`config.mk`:
```
export PLATFORM = sky130hd
export DESIGN_NAME = sasp_rdiv
export DESIGN_NICKNAME = d
export VERILOG_FILES = /design/src/rtl/sasp_pkg.sv /design/src/rtl/sasp_rdiv.sv
export SDC_FILE = /design/constraint.sdc
export NUM_CORES = 2
export LEC_CHECK = 0
export BUFFER_PORTS_ARGS = -buffer_cell sky130_fd_sc_hd__buf_4
export CORE_UTILIZATION = 55
export CTS_BUF_LIST = sky130_fd_sc_hd__clkbuf_8
export CTS_CLUSTER_SIZE = 12
export DETAILED_ROUTE_END_ITERATION = 12
export HOLD_SLACK_MARGIN = 0.1
export PLACE_DENSITY = 0.76
export REMOVE_ABC_BUFFERS = 1
export SLEW_MARGIN = 25
export SYNTH_ARGS = -nofsm -noshare
export SYNTH_HDL_FRONTEND = slang
export SYNTH_SLANG_ARGS = --single-unit
```
`constraint.sdc`:
```
create_clock -name clk -period 5.7 [get_ports clk]
set_input_delay 0.285 -clock clk [delete_from_list [all_inputs] [get_ports clk]]
set_output_delay 0.285 -clock clk [all_outputs]
set_load 0.02 [all_outputs]
```
`src/rtl/sasp_pkg.sv`:
```
// ----------------------------------------------------------------------------
// sasp_pkg: shared types, constants and helpers for the sky projection core
// Fixed-point formats, angle constants in Q30, series divisors, register codes.
// ----------------------------------------------------------------------------
package sasp_pkg;

	localparam int ANGLE_FRACTION_BITS    = 13;
	localparam int POSITION_FRACTION_BITS = 4;
	localparam int Q_FRAC                 = 30;
	localparam int ANG_SHIFT              = Q_FRAC - ANGLE_FRACTION_BITS;

	localparam int ANG_W = 36;
	localparam int Q_W   = 34;
	localparam int NUM_W = 52;
	localparam int POS_W = 20;
	localparam int CFG_W = 15;
	localparam int IDX_W = 2;

	typedef logic signed [ANG_W-1:0] ang_t;
	typedef logic signed [Q_W-1:0]   q_t;
	typedef logic signed [NUM_W-1:0] num_t;
	typedef logic signed [POS_W-1:0] pos_t;

	typedef enum logic [IDX_W-1:0] {
		REG_FOV,
		REG_CAM_EL,
		REG_WIDTH,
		REG_HEIGHT
	} reg_idx_t;

	localparam logic [14:0]        RST_FOV    = 15'd8578;
	localparam logic signed [14:0] RST_CAM_EL = 15'sd0;
	localparam logic [13:0]        RST_WIDTH  = 14'd1920;
	localparam logic [13:0]        RST_HEIGHT = 14'd1080;

	localparam ang_t PI_Q          = 36'sd3373259426;
	localparam ang_t NEG_PI_Q      = -36'sd3373259426;
	localparam ang_t TWO_PI_Q      = 36'sd6746518852;
	localparam ang_t HALF_PI_Q     = 36'sd1686629713;
	localparam ang_t NEG_HALF_PI_Q = -36'sd1686629713;

	localparam pos_t POS_MAX = 20'h7FFFF;
	localparam pos_t POS_MIN = 20'h80000;

	// series: term n is the previous one times x^2 over (2n)(2n+1)
	localparam int TAYLOR_TERMS = 7;
	localparam int unsigned TAYLOR_DIV [1:7] = '{6, 20, 42, 72, 110, 156, 210};
	localparam int unsigned TAYLOR_SH  [1:7] = '{3, 5, 6, 7, 7, 8, 8};

	localparam int SIN_LAT = 3 + 2 * TAYLOR_TERMS + 1;
	localparam int DIV_LAT = POS_W + 3;

	// sign-magnitude Q30 product, magnitude truncated
	function automatic q_t qmul(input q_t a, input q_t b);
		logic [Q_W-1:0]   ma;
		logic [Q_W-1:0]   mb;
		logic [Q_W-1:0]   r;
		logic [2*Q_W-1:0] p;
		ma = a[Q_W-1] ? Q_W'(-a) : Q_W'(a);
		mb = b[Q_W-1] ? Q_W'(-b) : Q_W'(b);
		p  = (2*Q_W)'(ma) * (2*Q_W)'(mb);
		r  = p[Q_FRAC+Q_W-1:Q_FRAC];
		return (a[Q_W-1] ^ b[Q_W-1]) ? -q_t'(r) : q_t'(r);
	endfunction

endpackage

```
`src/rtl/sasp_rdiv.sv`:
```
// ----------------------------------------------------------------------------
// sasp_rdiv: pipelined rounding divide with saturation
// Computes round(num / (2 den)), ties away from zero, one quotient bit a stage.
// ----------------------------------------------------------------------------
module sasp_rdiv (
	input  logic           clk,
	input  logic           en,
	input  sasp_pkg::num_t num,
	input  sasp_pkg::q_t   den,
	output sasp_pkg::pos_t quo
);

	localparam int QB = sasp_pkg::POS_W;
	localparam int RW = sasp_pkg::NUM_W + 2;

	logic [sasp_pkg::NUM_W-1:0] num_mag;
	logic [sasp_pkg::Q_W-1:0]   den_mag;

	logic [RW-1:0] a_s0;
	logic [RW-1:0] b_s0;
	logic          neg_s0;

	logic [RW-1:0] rem_k [0:QB];
	logic [RW-1:0] b_k   [0:QB];
	logic [QB-1:0] q_k   [0:QB];
	logic          neg_k [0:QB];
	logic          ovf_k [0:QB];

	assign num_mag = num[sasp_pkg::NUM_W-1] ? sasp_pkg::NUM_W'(-num) : sasp_pkg::NUM_W'(num);
	assign den_mag = den[sasp_pkg::Q_W-1] ? sasp_pkg::Q_W'(-den) : sasp_pkg::Q_W'(den);

	always_ff @(posedge clk) begin
		if (en) begin
			// add half the divisor for rounding
			a_s0   <= RW'(num_mag) + RW'(den_mag);
			b_s0   <= RW'(den_mag) << 1;
			neg_s0 <= num[sasp_pkg::NUM_W-1] ^ den[sasp_pkg::Q_W-1];
			// quotient beyond the result range saturates
			ovf_k[0] <= a_s0 >= (b_s0 << QB);
			rem_k[0] <= a_s0;
			b_k[0]   <= b_s0;
			q_k[0]   <= '0;
			neg_k[0] <= neg_s0;
		end
	end

	for (genvar k = 1; k <= QB; k++) begin : g_step
		logic [RW-1:0] trial;
		logic          ge;
		assign trial = b_k[k-1] << (QB - k);
		assign ge    = rem_k[k-1] >= trial;
		always_ff @(posedge clk) begin
			if (en) begin
				rem_k[k] <= ge ? rem_k[k-1] - trial : rem_k[k-1];
				q_k[k]   <= {q_k[k-1][QB-2:0], ge};
				b_k[k]   <= b_k[k-1];
				neg_k[k] <= neg_k[k-1];
				ovf_k[k] <= ovf_k[k-1];
			end
		end
	end

	always_ff @(posedge clk) begin
		if (en) begin
			if (ovf_k[QB])
				quo <= neg_k[QB] ? sasp_pkg::POS_MIN : sasp_pkg::POS_MAX;
			else if (neg_k[QB])
				quo <= (q_k[QB] > (QB'(1) << (QB - 1))) ? sasp_pkg::POS_MIN
				                                         : sasp_pkg::pos_t'(-q_k[QB]);
			else
				quo <= q_k[QB][QB-1] ? sasp_pkg::POS_MAX : sasp_pkg::pos_t'(q_k[QB]);
		end
	end

endmodule

```
After elaboration in Yosys (flattened, before gate mapping)
Memories as Yosys holds them, arrays and structs flattened.
Index checks and enable logic that the tools add are counted.
{"block": "op_classes", "n_lt_le_gt_ge": 22, "add_sub_neg": 24, "n_bitwise": 1, "mux": 29}
{"cell": "greater-or-equal comparator 54 bit", "n": 21}
{"cell": "two-way mux 54 bit", "n": 20}
{"cell": "subtractor 54 bit", "n": 20}
{"cell": "two-way mux 20 bit", "n": 4}
{"cell": "adder 52 x 34 -> 53 bit", "n": 1}
{"cell": "two-way mux 52 bit", "n": 1}
{"cell": "negator 52 bit", "n": 1}
{"cell": "two-way mux 34 bit", "n": 1}
{"cell": "negator 34 bit", "n": 1}
{"cell": "greater-than comparator 20 bit, second input constant", "n": 1}
{"cell": "negator 20 bit", "n": 1}
{"cell": "two-way mux 19 bit", "n": 1}
{"cell": "two-way mux 1 bit", "n": 2}
{"cell": "XOR 1 bit", "n": 1}
{"block": "word_totals", "inputBits": 88, "regBits": 109, "wordCells": 85, "mem_count": 5, "ram_bits": 2730}
{"name": "b_k", "depth": 21, "width": 54, "rd": 20, "rd_ports_with_merged_regs": 0, "wr": 21, "line": "sasp_rdiv.sv:24", "text": "logic [RW-1:0] b_k [0:QB];"}
{"name": "rem_k", "depth": 21, "width": 54, "rd": 20, "rd_ports_with_merged_regs": 0, "wr": 21, "line": "sasp_rdiv.sv:23", "text": "logic [RW-1:0] rem_k [0:QB];"}
{"name": "q_k", "depth": 21, "width": 20, "rd": 21, "rd_ports_with_merged_regs": 0, "wr": 21, "line": "sasp_rdiv.sv:25", "text": "logic [QB-1:0] q_k [0:QB];"}
{"name": "neg_k", "depth": 21, "width": 1, "rd": 21, "rd_ports_with_merged_regs": 0, "wr": 21, "line": "sasp_rdiv.sv:26", "text": "logic neg_k [0:QB];"}
{"name": "ovf_k", "depth": 21, "width": 1, "rd": 21, "rd_ports_with_merged_regs": 0, "wr": 21, "line": "sasp_rdiv.sv:27", "text": "logic ovf_k [0:QB];"}

Longest topological paths before layout
An unclocked memory read counts as a cell.
{"block": "logic_depth", "word_depth": 5, "mapped_depth": 20, "mapped_depth_nobuf": 19}

Worst setup path after synthesis
OpenSTA, ideal clock, no wires.
{"block": "synth_timing", "kind": "in2reg", "from": "input port den[8]", "to": "register a_s0[47], data pin", "t_arrival_ns": 4.863, "n_path_buf": 0, "path_slack_ns": 0.573, "required_ns": 5.436, "path_stages": 17, "setup_time_ns": 0.264, "path_cell_list": "or4_4 or3b_4 or4_2 o21ai_0 xnor2_1 ha_1 and3_1 and2_1 nand3_1 nor3_1 a2111oi_0 a2111oi_2 a31oi_4 o31ai_2 nand2_1 nor4_1 xnor2_1"}
{"block": "synth_between", "elab_chain_len": 3}
{"item": "start: declaration", "line": "sasp_rdiv.sv:9", "text": "input sasp_pkg::q_t den,"}
{"item": "negator 34 bit", "line": "sasp_rdiv.sv:30", "text": "assign den_mag = den[sasp_pkg::Q_W-1] ? sasp_pkg::Q_W'(-den) : sasp_pkg::Q_W'(den);"}
{"item": "two-way mux 34 bit", "line": "sasp_rdiv.sv:30"}
{"item": "via den_mag (one bit)", "line": "sasp_rdiv.sv:17", "text": "logic [sasp_pkg::Q_W-1:0] den_mag;"}
{"item": "adder 52 x 34 -> 53 bit", "line": "sasp_rdiv.sv:35", "text": "a_s0 <= RW'(num_mag) + RW'(den_mag);"}
{"item": "end signal: assignment", "line": "sasp_rdiv.sv:35"}
{"item": "end: declaration", "line": "sasp_rdiv.sv:19", "text": "logic [RW-1:0] a_s0;"}
The timed path passes the listed nets, and every way through them passes these cells.
A chain may end at the register's enable or synchronous reset.

Worst setup path in the final report
{"block": "layout_timing", "from": "input port den[1]", "to": "register a_s0[29], data pin"}
The elaborated chain is that of the path after synthesis.

==> key figures <==
Synth
  • Sequential-to-total area share from yosys stat: a little under three fifths
  • Post-synth cell types: between 100 and 150
  • Netlist Area Pre-Place: between 100000 and 150000 sq um
  • Avg Cell Area, Syn: between 10 and 15 sq um
  • Post-synth EDFFs: approximately 2100
  • Top FF cell, synth: edfxtp_1
  • Yosys synthesis warning count: 0
  • Synthesized flop and latch total: between 2000 and 2500
  • Post-synthesis cell count: just over 10000
  • FFs w/ async S/R, synth: 0%

Placement
  • I/O Buffers: 107
  • Final GP Congestion: about 1.0
  • Post-DP HPWL: approximately 200000 um
  • Pre-CTS WS: -0.279 ns

GRT
  • Initial antenna violation count: 7
  • First-pass GRT wire length: about 410000 um
  • Vias in the first global route: approximately 80000
  • Total Routing Usage GR: between 20% and 30%
  • Grt ovf: 0
  • Largest net degree at the start of global routing: about 190

Power
  • Maximum vdd drop: around 0.34 mV
  • Static Leak: 51.6 nW
  • Pwr dens: between 400 and 500 nW/um^2

Route
  • Vias per inst: 5.72
  • First-iteration detailed-routing DRC count: 4582
  • Drc violations: 0
  • Post-Route WL: between 200000 and 300000 um
  • Vias: between 70000 and 80000
  • Wirelength per Cell: 19.2 um
  • Pre-antenna DRT Iters: 7
  • Routed Antenna Nets: 0

Clocking
  • CTS clock-pin slew for the worst setup and hold paths: ~0.050 ns
  • Clock Latency Late Sink: approximately 1.1 ns
  • TritonCTS buffer count: between 300 and 400
  • Sink Count: between 2000 and 2500
  • CTS tree: yes
  • Post-CTS setup buffers: 0
  • CTS H-tree depth: 5
  • Bufs on Longest Clock Path: 4
  • Root buffer cell: clkbuf_8

Layout
  • Most frequent cells in the layout: 2119 x edfxtp_1, 1021 x inv_1, 751 x a21oi_1
  • Layout cells sized above 1: under 10%
  • Post-Route Utilization: 62.0%
  • Commonest non-fill, non-tap cell in the layout: edfxtp_1
  • Area growth, synth to finish: 11.6%
  • Final nets: approximately 12000
  • Reg area: approximately 64000 sq um
  • Area taken by multi-input logic gates: between 40000 and 50000 sq um
  • Number of fill cells: ~16000

Timing
  • Final setup viols: 0
  • Final hold vios: 0
  • Final period utilization: a little over nine tenths
  • Fin crit period: 5.48 ns
  • Max frequency: 182 MHz
  • Final Max Tran Viols: 0
  • WHS: 0.255 ns
  • Setup slack after layout: 0.219 ns
  • Worst Max-Slew Pin Slew: approximately 1.1 ns
  • Clock Skew: a little under 0.07 ns
  • Relative slew slack: between 20% and 30%

Die
  • Initial core utilization: a little under three fifths
  • Core footprint: slightly above 200000 sq um
  • Die W: approximately 460 um
  • FP Rows: roughly 170
  • I/O pin count: 108
  • Die Span Y: approximately 460 um
  • Die ar.: 212000 sq um

Worst setup path
  • Flop2flop setup slack: 0.85 ns
  • Critical path arrival: about 6.3 ns
  • CP Data Required Time: around 6.5 ns
  • CP Launch Type: primary input
  • Crit. End Element: flop
  • Crit Path Class: primary input to flop
  • Max Fanout on Critical Path: 4

Run status
  • Status: completed

Min path
  • Min-delay worst type: primary input to flop

Flow run
  • Max-cap check violation count: 0
==> what timing repair did <==
action / 4_1_cts / 5_1_grt
setup endpoints to repair: 0 / 16
resized for setup: 0 / 14
endpoints found under the hold margin: 238 / 0
hold buffers: 187 / 0
==> final cells by class <==
type	count	area share, %
flip-flops and latches	2119	49.4
repair buffers	454	3.17
clock buffers	377	4.03
clock inverters	244	0.930
inverters	927	2.70
multi-input cells	6830	37.0
diodes	6	0.0117
well taps	2788	2.71
==> per-layer routing <==
metal	share of wire [%]	wire (um)	track usage (%)
met3	3.3	8760	3.57
met4	9.1	23800	21.3
met1	33	86500	21.5
met2	55	144000	48.6
met5	0	0	0
==> synthesized netlist by cell type, types with 174 or more instances <==
library cell  instances  share of area (%)
edfxtp_1           2119                 55
a21oi_1             752                3.3
clkbuf_1            175               0.57
xor2_1              352                2.7
nor2_1              621                2.0
ha_1                745                8.1
xnor2_1             485                3.7
a21o_1              432                2.8
o21ai_0             576                2.5
nand2_1             687                2.2
nor3_1              174               0.75
inv_1               923                3.0
==> sequential cells by signal (all words and copies together), names as in the netlist <==
signal	count
rem_k	1079
b_k	680
q_k	210
a_s0	53
b_s0	34
neg_k	21
ovf_k	21
quo	20
neg_s0	1
==> path summary, 6_finish.rpt <==
path	startpoint	end	cells past startpoint
hold / removal	num[41]	a_s0[41]	4
setup reg to reg	b_k[0][1]	rem_k[0][76]	14
setup / recovery	den[1]	a_s0[29]	26
hold reg to reg	q_k[6][2]	q_k[7][3]	0
==> where the power goes <==
group          switching [W]  leakage (nW)  internal, W
sequential           0.00192          20.5       0.0220
combinational         0.0133          27.5       0.0103
clock                0.00596          3.63      0.00643
==> critical path, cell delays in order <==
cell and delay (ns):
dlygate4sd3_1 0.53, buf_4 0.14, inv_1 0.06, ha_1 0.18, or4b_1 0.47, or2_1 0.27
or4_1 0.47, o31ai_2 0.27, xnor2_2 0.17, ha_1 0.28, buf_4 0.16, a21oi_1 0.13
o21ai_0 0.16, a31oi_1 0.19, o21ai_1 0.15, a2111oi_2 0.37, buf_4 0.19, a2111oi_4 0.05
buf_4 0.18, a31oi_4 0.27, buf_4 0.18, nor2_1 0.06, buf_4 0.15, a32o_1 0.26
xor2_1 0.13, dlygate4sd3_1 0.55
==> stage by stage <==
stage                     std cells  cell area [sq um]  power [W]  setup TNS (ns)
final                         13745             129000     0.0599               0
after floorplan                9876             115000     0.0411         -131.74
after global routing          13743             129000     0.0637        -0.00405
after CTS                     13739             129000     0.0600               0
after detailed placement      12931             120000     0.0472           -1.61
after global placement        12931             120000     0.0463           -2.17
==> logic make-up (layout without fill, tap and decap cells) <==
family	count (synthesis)	in the layout	share of synthesized area, %
other	1	7	0.00325
AO/OA/AOI/OAI	2529	2529	13.9
AND/OR/NAND/NOR	2521	2521	10.7
adder cells (fa/ha/maj)	767	767	8.45
multiplexers	174	174	1.68
XOR/XNOR	838	838	6.37
buffers and inverters	1135	2002	3.71
flip-flops	2119	2119	55.2
Power figures use the tool's default switching activity.
